===== src/prrs_pkg.sv =====
// Shared definitions for the priority round-robin scheduler.
// Field widths, opcodes, status codes and register map constants.
// No dependencies.
`default_nettype none

package prrs_pkg;

    // Default sizes of the task table and of the level set
    localparam int NUM_TASKS_DEF  = 32;
    localparam int NUM_LEVELS_DEF = 8;

    // Fixed port field widths
    localparam int OPCODE_W  = 3;
    localparam int TASK_ID_W = 5;
    localparam int PRIO_W    = 3;
    localparam int WAIT_W    = 4;
    localparam int STATUS_W  = 2;

    // Configuration port
    localparam int CFG_ADDR_W = 3;
    localparam int CFG_DATA_W = 32;

    // Register index, taken from paddr[2]
    localparam logic REG_SCHEDULE_LOCK = 1'b0;

    // Operation codes
    localparam logic [OPCODE_W-1:0] OP_READY_TAIL = 3'd0;
    localparam logic [OPCODE_W-1:0] OP_READY_HEAD = 3'd1;
    localparam logic [OPCODE_W-1:0] OP_HOLD       = 3'd2;
    localparam logic [OPCODE_W-1:0] OP_BLOCK      = 3'd3;
    localparam logic [OPCODE_W-1:0] OP_SCHEDULE   = 3'd4;

    // Result status codes
    localparam logic [STATUS_W-1:0] STAT_DONE   = 2'd0;
    localparam logic [STATUS_W-1:0] STAT_LOCKED = 2'd1;
    localparam logic [STATUS_W-1:0] STAT_NONE   = 2'd2;

endpackage

`default_nettype wire


===== src/prrs_cfg.sv =====
// APB-style register block for the scheduler: holds the schedule lock bit.
// Depends on prrs_pkg for the register map and port widths.
`default_nettype none

module prrs_cfg (
    input  wire logic                             clk,
    input  wire logic                             rst_n,
    input  wire logic                             psel,
    input  wire logic                             penable,
    input  wire logic                             pwrite,
    input  wire logic [prrs_pkg::CFG_ADDR_W-1:0]  paddr,
    input  wire logic [prrs_pkg::CFG_DATA_W-1:0]  pwdata,
    output logic      [prrs_pkg::CFG_DATA_W-1:0]  prdata,
    output logic                                  pready,
    output logic                                  schedule_lock
);

    logic lock_reg;
    logic wr_en;
    logic sel_lock;

    // Register decode; low address bits ignored
    assign sel_lock = (paddr[2] == prrs_pkg::REG_SCHEDULE_LOCK);
    assign wr_en    = psel & penable & pwrite;
    assign pready   = 1'b1;

    // Lock register
    always_ff @(posedge clk or negedge rst_n)
    begin
        if (!rst_n)
        begin
            lock_reg <= 1'b0;
        end
        else if (wr_en && sel_lock)
        begin
            lock_reg <= pwdata[0];
        end
    end

    // Read mux
    always_comb
    begin
        prdata = '0;
        if (sel_lock)
        begin
            prdata[0] = lock_reg;
        end
    end

    assign schedule_lock = lock_reg;

endmodule

`default_nettype wire


===== src/priority_round_robin_scheduler_unit.sv =====
// Top level of the priority round-robin scheduler: run queues, sequencer, results.
// Depends on prrs_pkg and prrs_cfg.
//
// One FIFO run queue per priority level, kept as a doubly linked list over task
// slots in RAM. A command is taken when start is high and busy is low; busy
// stays high until the command finishes, and the result word is then shown for
// exactly one cycle with done high, in the first cycle that busy is low again.
// The receiver cannot stall; results must be taken as they come. The next
// command may be issued in the cycle done is high. Commands that need no queue
// work (locked schedule, hold or block of a task not in a queue, opcodes 5 to 7,
// task slots at or beyond NUM_TASKS) keep busy low and show done in the cycle
// after they are taken. A ready command unlinks an already queued task first
// (ST_DT_LINK, ST_DT_Q; each step waits on a registered RAM read), then links it
// in ST_AT_START, adding ST_AT_Q for a non-empty level. Hold and block of a queued
// task only unlink it. Schedule scans one level per cycle from the top, down to the
// bottom level when nothing is ready, and rotates the picked task to the tail
// of its queue through the unlink and link states when it is not alone there.
`default_nettype none

module priority_round_robin_scheduler_unit #(
    parameter int NUM_TASKS  = prrs_pkg::NUM_TASKS_DEF,
    parameter int NUM_LEVELS = prrs_pkg::NUM_LEVELS_DEF
) (
    input  wire logic                             clk,
    input  wire logic                             rst_n,
    // command channel
    input  wire logic                             start,
    output logic                                  busy,
    input  wire logic [prrs_pkg::OPCODE_W-1:0]    opcode,
    input  wire logic [prrs_pkg::TASK_ID_W-1:0]   task_id,
    input  wire logic [prrs_pkg::PRIO_W-1:0]      priority_req,
    input  wire logic [prrs_pkg::WAIT_W-1:0]      wait_code,
    // result channel
    output logic                                  done,
    output logic      [prrs_pkg::TASK_ID_W-1:0]   picked_task,
    output logic      [prrs_pkg::PRIO_W-1:0]      picked_priority,
    output logic      [prrs_pkg::STATUS_W-1:0]    status,
    // configuration port
    input  wire logic                             psel,
    input  wire logic                             penable,
    input  wire logic                             pwrite,
    input  wire logic [prrs_pkg::CFG_ADDR_W-1:0]  paddr,
    input  wire logic [prrs_pkg::CFG_DATA_W-1:0]  pwdata,
    output logic      [prrs_pkg::CFG_DATA_W-1:0]  prdata,
    output logic                                  pready
);

    localparam int TASK_W = $clog2(NUM_TASKS);
    localparam int LVL_W  = $clog2(NUM_LEVELS);

    typedef enum logic [6:0] {
        ST_IDLE     = 7'b0000001,
        ST_SCAN     = 7'b0000010,
        ST_SC_HEAD  = 7'b0000100,
        ST_DT_LINK  = 7'b0001000,
        ST_DT_Q     = 7'b0010000,
        ST_AT_START = 7'b0100000,
        ST_AT_Q     = 7'b1000000
    } state_t;

    // Configuration
    logic schedule_lock;

    prrs_cfg u_cfg (
        .clk           (clk),
        .rst_n         (rst_n),
        .psel          (psel),
        .penable       (penable),
        .pwrite        (pwrite),
        .paddr         (paddr),
        .pwdata        (pwdata),
        .prdata        (prdata),
        .pready        (pready),
        .schedule_lock (schedule_lock)
    );

    // Control state
    state_t                state_reg, state_next;
    logic                  done_reg, done_next;
    logic [NUM_LEVELS-1:0] nonempty_reg, nonempty_next;
    logic [NUM_TASKS-1:0]  ready_reg, ready_next;

    // Working registers
    logic [LVL_W-1:0]  scan_lvl_reg, scan_lvl_next;
    logic [TASK_W-1:0] t_reg, t_next;
    logic [LVL_W-1:0]  lv_reg, lv_next;
    logic              front_reg, front_next;
    logic              att_reg, att_next;
    logic [TASK_W-1:0] p_reg, p_next;
    logic [TASK_W-1:0] n_reg, n_next;
    logic [LVL_W-1:0]  dl_reg, dl_next;

    // Result word
    logic [prrs_pkg::TASK_ID_W-1:0] res_task_reg, res_task_next;
    logic [prrs_pkg::PRIO_W-1:0]    res_prio_reg, res_prio_next;
    logic [prrs_pkg::STATUS_W-1:0]  res_status_reg, res_status_next;

    // Link RAMs, indexed by task slot
    logic [TASK_W-1:0] next_mem  [NUM_TASKS];
    logic [TASK_W-1:0] prev_mem  [NUM_TASKS];
    logic [LVL_W-1:0]  level_mem [NUM_TASKS];
    // Queue end RAMs, indexed by level
    logic [TASK_W-1:0] head_mem  [NUM_LEVELS];
    logic [TASK_W-1:0] tail_mem  [NUM_LEVELS];

    logic              next_we,  prev_we,  level_we,  head_we,  tail_we;
    logic [TASK_W-1:0] next_waddr, prev_waddr;
    logic [TASK_W-1:0] next_wdata, prev_wdata;
    logic [LVL_W-1:0]  head_waddr, tail_waddr;
    logic [TASK_W-1:0] head_wdata, tail_wdata;
    logic [TASK_W-1:0] link_raddr;
    logic [LVL_W-1:0]  queue_raddr;
    logic [TASK_W-1:0] next_q, prev_q;
    logic [LVL_W-1:0]  level_q;
    logic [TASK_W-1:0] head_q, tail_q;

    // Decoded command fields
    logic              t_ok;
    logic [TASK_W-1:0] t_in;
    logic [LVL_W-1:0]  lv_in;
    logic              at_head, at_tail;

    assign t_ok    = (int'(task_id) < NUM_TASKS);
    assign t_in    = TASK_W'(task_id);
    assign lv_in   = (int'(priority_req) >= NUM_LEVELS) ? LVL_W'(NUM_LEVELS - 1)
                                                        : LVL_W'(priority_req);
    assign at_head = (head_q == t_reg);
    assign at_tail = (tail_q == t_reg);

    // RAMs with registered reads
    always_ff @(posedge clk)
    begin
        if (next_we)
        begin
            next_mem[next_waddr] <= next_wdata;
        end
        if (prev_we)
        begin
            prev_mem[prev_waddr] <= prev_wdata;
        end
        if (level_we)
        begin
            level_mem[t_reg] <= lv_reg;
        end
        if (head_we)
        begin
            head_mem[head_waddr] <= head_wdata;
        end
        if (tail_we)
        begin
            tail_mem[tail_waddr] <= tail_wdata;
        end
        next_q  <= next_mem[link_raddr];
        prev_q  <= prev_mem[link_raddr];
        level_q <= level_mem[link_raddr];
        head_q  <= head_mem[queue_raddr];
        tail_q  <= tail_mem[queue_raddr];
    end

    // Sequencer
    always_comb
    begin
        state_next      = state_reg;
        done_next       = 1'b0;
        nonempty_next   = nonempty_reg;
        ready_next      = ready_reg;
        scan_lvl_next   = scan_lvl_reg;
        t_next          = t_reg;
        lv_next         = lv_reg;
        front_next      = front_reg;
        att_next        = att_reg;
        p_next          = p_reg;
        n_next          = n_reg;
        dl_next         = dl_reg;
        res_task_next   = res_task_reg;
        res_prio_next   = res_prio_reg;
        res_status_next = res_status_reg;

        next_we    = 1'b0;
        prev_we    = 1'b0;
        level_we   = 1'b0;
        head_we    = 1'b0;
        tail_we    = 1'b0;
        next_waddr = t_reg;
        next_wdata = t_reg;
        prev_waddr = t_reg;
        prev_wdata = t_reg;
        head_waddr = lv_reg;
        head_wdata = t_reg;
        tail_waddr = lv_reg;
        tail_wdata = t_reg;
        link_raddr = t_reg;
        queue_raddr = lv_reg;

        unique case (state_reg)
            ST_IDLE:
            begin
                link_raddr = t_in;
                if (start)
                begin
                    t_next          = t_in;
                    lv_next         = lv_in;
                    front_next      = (opcode == prrs_pkg::OP_READY_HEAD);
                    att_next        = (opcode == prrs_pkg::OP_READY_TAIL) ||
                                      (opcode == prrs_pkg::OP_READY_HEAD);
                    res_task_next   = '0;
                    res_prio_next   = '0;
                    res_status_next = prrs_pkg::STAT_DONE;
                    unique case (opcode) inside
                        prrs_pkg::OP_SCHEDULE:
                        begin
                            if (schedule_lock)
                            begin
                                res_status_next = prrs_pkg::STAT_LOCKED;
                                done_next       = 1'b1;
                            end
                            else
                            begin
                                scan_lvl_next = LVL_W'(NUM_LEVELS - 1);
                                state_next    = ST_SCAN;
                            end
                        end
                        prrs_pkg::OP_READY_TAIL, prrs_pkg::OP_READY_HEAD,
                        prrs_pkg::OP_HOLD, prrs_pkg::OP_BLOCK:
                        begin
                            if (!t_ok)
                            begin
                                done_next = 1'b1;
                            end
                            else if (ready_reg[t_in])
                            begin
                                state_next = ST_DT_LINK;
                            end
                            else if (att_next)
                            begin
                                state_next = ST_AT_START;
                            end
                            else
                            begin
                                // hold or block of a task not in a queue
                                done_next = 1'b1;
                            end
                        end
                        default:
                        begin
                            done_next = 1'b1;
                        end
                    endcase
                end
            end

            // Walk levels from the top, one per cycle
            ST_SCAN:
            begin
                queue_raddr = scan_lvl_reg;
                if (nonempty_reg[scan_lvl_reg])
                begin
                    state_next = ST_SC_HEAD;
                end
                else if (scan_lvl_reg == '0)
                begin
                    res_status_next = prrs_pkg::STAT_NONE;
                    done_next       = 1'b1;
                    state_next      = ST_IDLE;
                end
                else
                begin
                    scan_lvl_next = scan_lvl_reg - 1'b1;
                end
            end

            // Report the head; rotate it when the queue holds more than one
            ST_SC_HEAD:
            begin
                link_raddr      = head_q;
                res_task_next   = prrs_pkg::TASK_ID_W'(head_q);
                res_prio_next   = prrs_pkg::PRIO_W'(scan_lvl_reg);
                res_status_next = prrs_pkg::STAT_DONE;
                if (tail_q != head_q)
                begin
                    t_next     = head_q;
                    lv_next    = scan_lvl_reg;
                    front_next = 1'b0;
                    att_next   = 1'b1;
                    state_next = ST_DT_LINK;
                end
                else
                begin
                    done_next  = 1'b1;
                    state_next = ST_IDLE;
                end
            end

            // Unlink: neighbors and level of the task are in hand
            ST_DT_LINK:
            begin
                queue_raddr = level_q;
                p_next      = prev_q;
                n_next      = next_q;
                dl_next     = level_q;
                state_next  = ST_DT_Q;
            end

            // Unlink: patch the queue ends or the neighbors
            ST_DT_Q:
            begin
                head_waddr = dl_reg;
                tail_waddr = dl_reg;
                if (at_head && at_tail)
                begin
                    nonempty_next[dl_reg] = 1'b0;
                end
                else if (at_head)
                begin
                    head_we    = 1'b1;
                    head_wdata = n_reg;
                end
                else if (at_tail)
                begin
                    tail_we    = 1'b1;
                    tail_wdata = p_reg;
                end
                else
                begin
                    next_we    = 1'b1;
                    next_waddr = p_reg;
                    next_wdata = n_reg;
                    prev_we    = 1'b1;
                    prev_waddr = n_reg;
                    prev_wdata = p_reg;
                end
                if (att_reg)
                begin
                    state_next = ST_AT_START;
                end
                else
                begin
                    ready_next[t_reg] = 1'b0;
                    done_next         = 1'b1;
                    state_next        = ST_IDLE;
                end
            end

            // Link: empty level takes the task directly, else go on to ST_AT_Q
            ST_AT_START:
            begin
                level_we = 1'b1;
                if (!nonempty_reg[lv_reg])
                begin
                    head_we               = 1'b1;
                    tail_we               = 1'b1;
                    nonempty_next[lv_reg] = 1'b1;
                    ready_next[t_reg]     = 1'b1;
                    done_next             = 1'b1;
                    state_next            = ST_IDLE;
                end
                else
                begin
                    state_next = ST_AT_Q;
                end
            end

            // Link at head or tail of a non-empty level
            ST_AT_Q:
            begin
                if (front_reg)
                begin
                    prev_we    = 1'b1;
                    prev_waddr = head_q;
                    prev_wdata = t_reg;
                    next_we    = 1'b1;
                    next_waddr = t_reg;
                    next_wdata = head_q;
                    head_we    = 1'b1;
                end
                else
                begin
                    next_we    = 1'b1;
                    next_waddr = tail_q;
                    next_wdata = t_reg;
                    prev_we    = 1'b1;
                    prev_waddr = t_reg;
                    prev_wdata = tail_q;
                    tail_we    = 1'b1;
                end
                ready_next[t_reg] = 1'b1;
                done_next         = 1'b1;
                state_next        = ST_IDLE;
            end

            default:
            begin
                state_next = ST_IDLE;
            end
        endcase
    end

    // Control registers
    always_ff @(posedge clk or negedge rst_n)
    begin
        if (!rst_n)
        begin
            state_reg    <= ST_IDLE;
            done_reg     <= 1'b0;
            nonempty_reg <= '0;
            ready_reg    <= '0;
        end
        else
        begin
            state_reg    <= state_next;
            done_reg     <= done_next;
            nonempty_reg <= nonempty_next;
            ready_reg    <= ready_next;
        end
    end

    // Working and result registers
    always_ff @(posedge clk)
    begin
        scan_lvl_reg   <= scan_lvl_next;
        t_reg          <= t_next;
        lv_reg         <= lv_next;
        front_reg      <= front_next;
        att_reg        <= att_next;
        p_reg          <= p_next;
        n_reg          <= n_next;
        dl_reg         <= dl_next;
        res_task_reg   <= res_task_next;
        res_prio_reg   <= res_prio_next;
        res_status_reg <= res_status_next;
    end

    assign busy            = (state_reg != ST_IDLE);
    assign done            = done_reg;
    assign picked_task     = res_task_reg;
    assign picked_priority = res_prio_reg;
    assign status          = res_status_reg;

endmodule

`default_nettype wire


===== config.mk =====
export PLATFORM = sky130hd
export DESIGN_NAME = priority_round_robin_scheduler_unit
export DESIGN_NICKNAME = d
export VERILOG_FILES = /design/src/prrs_pkg.sv /design/src/prrs_cfg.sv /design/src/priority_round_robin_scheduler_unit.sv
export SDC_FILE = /design/constraint.sdc
export NUM_CORES = 1
export LEC_CHECK = 0
export BUFFER_PORTS_ARGS = -buffer_cell sky130_fd_sc_hd__buf_2
export CORE_UTILIZATION = 50
export DETAILED_ROUTE_END_ITERATION = 16
export PLACE_DENSITY = 0.72
export SLEW_MARGIN = 20
export SYNTH_ARGS = -nofsm -noshare
export SYNTH_HDL_FRONTEND = slang
export SYNTH_SLANG_ARGS = --single-unit

===== constraint.sdc =====
create_clock -name clk -period 9.9 [get_ports clk]
set_input_delay 1.485 -clock clk [delete_from_list [all_inputs] [get_ports clk]]
set_output_delay 1.485 -clock clk [all_outputs]
set_load 0.02 [all_outputs]

# After elaboration in Yosys (flattened, before gate mapping)
# Memories as Yosys holds them, arrays and structs flattened. A register that Yosys moved wholly into a read port is not among the register bits.
# Index checks and enable logic that the tools add are counted.
[totals]
ff_bits = 85
mem_bits_rw = 496
in_bits = 56
output_inout_bits = 45
word_cells = 200
mem_count = 5
[mem_list]
columns = ["name", "words", "width", "read_ports", "rd_ports_with_merged_regs", "wr", "line", "rtl"]
rows = [
  ["next_mem", 32, 5, 1, 1, 1, "priority_round_robin_scheduler_unit.sv:99", "logic [TASK_W-1:0] next_mem [NUM_TASKS];"],
  ["prev_mem", 32, 5, 1, 1, 1, "priority_round_robin_scheduler_unit.sv:100", "logic [TASK_W-1:0] prev_mem [NUM_TASKS];"],
  ["level_mem", 32, 3, 1, 1, 1, "priority_round_robin_scheduler_unit.sv:101", "logic [LVL_W-1:0] level_mem [NUM_TASKS];"],
  ["head_mem", 8, 5, 1, 1, 1, "priority_round_robin_scheduler_unit.sv:103", "logic [TASK_W-1:0] head_mem [NUM_LEVELS];"],
  ["tail_mem", 8, 5, 1, 1, 1, "priority_round_robin_scheduler_unit.sv:104", "logic [TASK_W-1:0] tail_mem [NUM_LEVELS];"],
]
[classes]
addsub = 1
n_lt_le_gt_ge = 8
n_eq_ne = 29
muxes = 111
bitwise_logic = 9
n_reduce_logical = 21
[ops]
columns = ["operator", "count"]
rows = [
  ["one-hot mux 32 bit (3 select lines)", 1],
  ["2-to-1 mux 5 bit", 18],
  ["2-to-1 mux 32 bit", 2],
  ["one-hot mux 5 bit (2 select lines)", 5],
  ["2-to-1 mux 7 bit", 7],
  ["one-hot mux 7 bit (6 select lines)", 1],
  ["2-to-1 mux 1 bit", 41],
  ["AND 32 bit", 1],
  ["inverter 32 bit", 1],
  ["OR 32 bit", 1],
  ["2-to-1 mux 3 bit", 9],
  ["one-hot mux 3 bit (2 select lines)", 4],
  ["inequality test 2 bit (second input constant)", 10],
  ["2-to-1 mux 8 bit", 2],
  ["one-hot mux 8 bit (2 select lines)", 1],
  ["one-hot mux 7 bit (2 select lines)", 1],
  ["< comparator 3 x 4 -> 1 bit (second input constant)", 3],
  ["< comparator 5 x 6 -> 1 bit (second input constant)", 2],
  ["equality test 5 bit", 2],
  ["AND reduction 3 bit", 3],
  ["AND 8 bit", 1],
  ["inverter 8 bit", 1],
  ["OR 8 bit", 1],
  ["one-hot mux 1 bit (2 select lines)", 4],
  ["other kinds (40)", 57],
]

# Depth between registers and ports, before layout
[depth]
word_depth = 8
mapped_depth = 12
mapped_depth_nobuf = 9

# Modules after synthesis
# From an unflattened synthesis, not the netlist that was laid out.
[hier_totals]
hier_cells = 1997
hier_area_um2 = 25673.4
[modules_own_cells]
columns = ["mod", "instances", "cells_per_inst", "area_each_um2", "seq_area_each_um2"]
rows = [
  ["priority_round_robin_scheduler_unit", 1, 1959, 25371.8, 17638.2],
  ["prrs_cfg", 1, 38, 301.5, 25.0],
]

# Worst setup path after synthesis
# Ideal clock, no wire load.
[synth_timing]
path_kind = "input -> register"
from = "input task_id[0] (netlist bit)"
to = "register state_reg[0]"
setup_ps = 67
arrival_time_ps = 3510
required_ps = 9833
setup_slack_ps = 6323
path_stages = 8
path_buffers = 1
path_cell_list = "clkbuf_1 > mux4_2 > mux4_2 > mux2i_1 > nand2_1 > nor3_1 > nor4_1 > nor2_1"
[synth_between]
elab_chain_len = 6
elab_cells_between_ends = 8
cone_classes = "1 x eq/ne; 6 x mux; 1 x reduce/logical"
[synth_lines]
columns = ["item", "line", "rtl"]
rows = [
  ["start, declared", "priority_round_robin_scheduler_unit.sv:30", "input wire logic [prrs_pkg::TASK_ID_W-1:0] task_id,"],
  ["binary-select mux 1 bit (select 5 bit) *", "priority_round_robin_scheduler_unit.sv:230", "else if (ready_reg[t_in])"],
  ["2-to-1 mux 1 bit (implied by the code) *", "priority_round_robin_scheduler_unit.sv:230", ""],
  ["2-to-1 mux 7 bit", "priority_round_robin_scheduler_unit.sv:230", ""],
  ["one-hot mux 7 bit (2 select lines)", "priority_round_robin_scheduler_unit.sv:209", "unique case (opcode) inside"],
  ["2-to-1 mux 7 bit", "priority_round_robin_scheduler_unit.sv:199", "if (start)"],
  ["one-hot mux 7 bit (6 select lines)", "priority_round_robin_scheduler_unit.sv:195", "unique case (state_reg)"],
  ["end signal, assigned", "priority_round_robin_scheduler_unit.sv:410", "state_reg <= state_next;"],
  ["end, declared", "priority_round_robin_scheduler_unit.sv:78", "state_t state_reg, state_next;"],
]
# Mark *: on every way between the ends. The rest lies on a longest branch, timed or not. The select of a mux whose other input is x is not followed.
# A chain may end at the register's enable or synchronous reset.

# Worst setup path in the final report
[layout_timing]
from = "register state_reg[2]"
to = "memory prev_mem[27][1] (netlist bit), enable pin"
[layout_between]
elab_cells_between_ends = 6
cone_classes = "2 x eq/ne; 4 x mux"
[layout_rtl]
columns = ["item", "line", "rtl"]
rows = [
  ["equality test 7 bit / equality test 7 x 5 -> 1 bit (equally long branches)", "--", ""],
  ["one-hot mux 5 bit (2 select lines) *", "--", ""],
  ["named net next_wdata[2]", "priority_round_robin_scheduler_unit.sv:108", "logic [TASK_W-1:0] next_wdata, prev_wdata;"],
  ["end, declared", "priority_round_robin_scheduler_unit.sv:100", ""],
]
# Mark *: on every way through the listed nets, which the timed path passes. The rest lies on a longest branch.

==> flow_summary.ini <==
[worst_setup_path]
max_stage_delay_ns = 1.05
cp_top_family = simple AND/OR/NAND/NOR gates
crit_required_ns = 10.16
cp_cell_sequence = nor2_1, nand4b_1, nor3_1, buf_4, o21ai_1, a21oi_1, clkinv_1, or3_1, nor2_1
slowest_stage = clkinv_1
critical_path_class = reg -> reg
path_max_fanout = 36
arrival_ns = 5.69
crit_buf_inv = 2
startpoint = state_reg[2]
cp-start-kind = register
r2r_start = state_reg[2]
crit_top_cell = nor2_1
cp-end-kind = register

[timing]
tightest_slew_ns = 1.10
clock_skew_ns = 0.0201
slew_headroom = 0.268
finalHoldViolations = 0
finalCritPeriodShare = 0.548
rsz0062_at_grt = no
tns_ns = 0
drv_slew = 0
fmax_ghz = 0.184
finalSetupViolations = 0
timing.final.crit_period_ns = 5.43

[run_status]
outcome = finished clean

[power_and_ir_drop]
ir_drop_mv = 0.137
internal_power_uw = 4690
power.share.switching = 0.331
p_clk_frac = 0.300
p_switching_uw = 2320
power_frac_seq = 0.436
leakagePower_uw = 0.00972
combPwrFrac = 0.264
power_density_nw_per_um2 = 250

[placed_design]
placed_area_sq_um = 26200
hpwl_mm = 36.3
gp_congestion = 0.875
port_buffers = 31

[finish]
diodes = 0
final_cell_mix = edfxtp_1 (532), nand2_1 (349), nor2_1 (176)
syn_to_final_growth_pct = 9.12
fill_cells = 3976
top_regs = next_mem (160), prev_mem (160), level_mem (96)
final_area_sq_um = 28000
final_common_cell = edfxtp_1
drive_gt1_frac = 0.107
layout.nets = 2054

[floorplanning]
die_h_um = 228
num_rows = 82
core_sq_um = 50400
die_x_um = 228
dieArea_sq_um = 52200
initial_core_util = 0.509
io_pins = 101

[grt]
antenna_found_initial = 0
grt_pass1_wl_mm = 91.2
grt_pass1_vias = 16100
track_usage = 0.225
grt_overflow_total = 0
grt_max_degree = 123

[clock_tree]
cts.repair.resized = 0
max-clock-path-buffers = 3
cts_tree = yes
htree_levels = 2
cts_hold_buf = 0
numCtsBuffers = 58
cts_num_sinks = 604
post_cts_buffers = 0
clock_latency_ns = 0.63
clock-root-buffer = clkbuf_16
clkTransAtPathRegs_ns = 0.06

[synth]
yosysWarnings = 0
yosysSeqAreaShare = 0.689
synth_ff_type = edfxtp_1
synth_area_per_cell_sq_um = 12.7
synth_edf_count = 532
syn_inst = 2018
synth-seq-cells = 604
synth_cell_types = 68
ys_async_sr_fraction = 0.0811
syn-cell-area_sq_um = 25600

[detailed_routing]
drcViolationCount = 0
ant_nets = 0
post_drt_wl_per_cell_um = 21.6
firstDrtPassIters = 6
avgViaCountPerCell = 6.02
vias = 16300
drt-total-wl_mm = 58.7
drtIter0Drc = 1744

[min_path]
hold_start = next_q[2]
hp-class = reg -> reg

[flow_run]
drv_cap = 0
layout make-up:
type,instances,area [sq um],area share
flip-flops and latches,604,17700,0.631
clock inverters,29,241,0.00863
well taps,672,841,0.0300
clock buffers,76,1560,0.0558
multi-input cells,1253,7250,0.259
inverters,23,86.3,0.00308
repair buffers,56,343,0.0123
worst paths after layout:
kind                       slack, ns  depth (start not counted)               to
min in group asynchronous       0.90                          1        async pin
min reg2reg                     0.41                          0         n_reg[2]
max in group asynchronous       8.55                          1  nonempty_reg[5]
min                             0.41                          0         n_reg[2]
max reg2reg                     4.47                          9  prev_mem[27][1]
max                             4.47                          9  prev_mem[27][1]
power groups by stage:
stage	clock network [uW]	logic [uW]	registers, uW
detailed placement	0	1820	3100
floorplan	0	1300	3060
finish	2110	1850	3050
global placement	0	1770	3100
CTS	2140	1830	3050
global route	2230	2010	3060
through the flow:
stage               std cells  power [uW]  setup WS [ns]   util  hold slack (ns)
global placement         2606        4870           4.68  0.519            0.392
floorplan                2048        4370           6.32      -            0.386
CTS                      2711        7020           5.01  0.555            0.404
detailed placement       2606        4920           4.68  0.519            0.389
global route             2713        7300           4.00  0.556            0.407
finish                   2713        7010           4.47  0.556            0.405
per-layer routing:
metal / vias up / GRT usage / share of wire
met1: 8064 / 0.308 / 0.41
met3: 119 / 0.0429 / 0.079
met2: 693 / 0.361 / 0.48
met5: - / 0 / 0
li1: 7455 / - / -
met4: 0 / 0.0734 / 0.027
kinds of logic after synthesis:
group | share of synthesized area
compound gates | 0.0973
flops | 0.689
buf+inv | 0.0352
mux | 0.0347
xor+xnor | 0.00546
simple gates | 0.137
other cells | 0.000293
fa+ha+maj | 0.000976
cell usage after synthesis, types with 3 or more instances:
| cell | count | area (sq um) |
|---|---|---|
| a211oi_1 | 101 | 758 |
| a21o_1 | 10 | 75.1 |
| a21oi_1 | 15 | 75.1 |
| a221oi_1 | 5 | 43.8 |
| a222oi_1 | 4 | 40.0 |
| a22o_1 | 4 | 35.0 |
| a31oi_1 | 105 | 657 |
| and2_1 | 7 | 43.8 |
| and3_1 | 104 | 651 |
| buf_1 | 5 | 18.8 |
| buf_2 | 41 | 205 |
| buf_4 | 34 | 255 |
| clkbuf_1 | 87 | 327 |
| dfrtp_1 | 48 | 1200 |
| dfxtp_1 | 23 | 460 |
| edfxtp_1 | 532 | 16000 |
| inv_1 | 23 | 86.3 |
| mux2_2 | 44 | 495 |
| mux2i_1 | 8 | 80.1 |
| mux4_2 | 14 | 315 |
| nand2_1 | 350 | 1310 |
| nand2b_1 | 11 | 68.8 |
| nand3_1 | 51 | 255 |
| nand4b_1 | 3 | 26.3 |
| nor2_1 | 176 | 661 |
| nor2b_1 | 4 | 25.0 |
| nor3_1 | 12 | 60.1 |
| nor3b_1 | 6 | 45.0 |
| nor4_1 | 17 | 106 |
| o211ai_1 | 10 | 75.1 |
| o21ai_0 | 29 | 145 |
| o21ai_1 | 3 | 15.0 |
| o22ai_1 | 51 | 319 |
| o31ai_1 | 6 | 45.0 |
| or2_2 | 8 | 50.1 |
| or3_1 | 14 | 87.6 |
| xnor2_1 | 9 | 78.8 |
| xor2_1 | 7 | 61.3 |
Power figures use the tool's default switching activity.
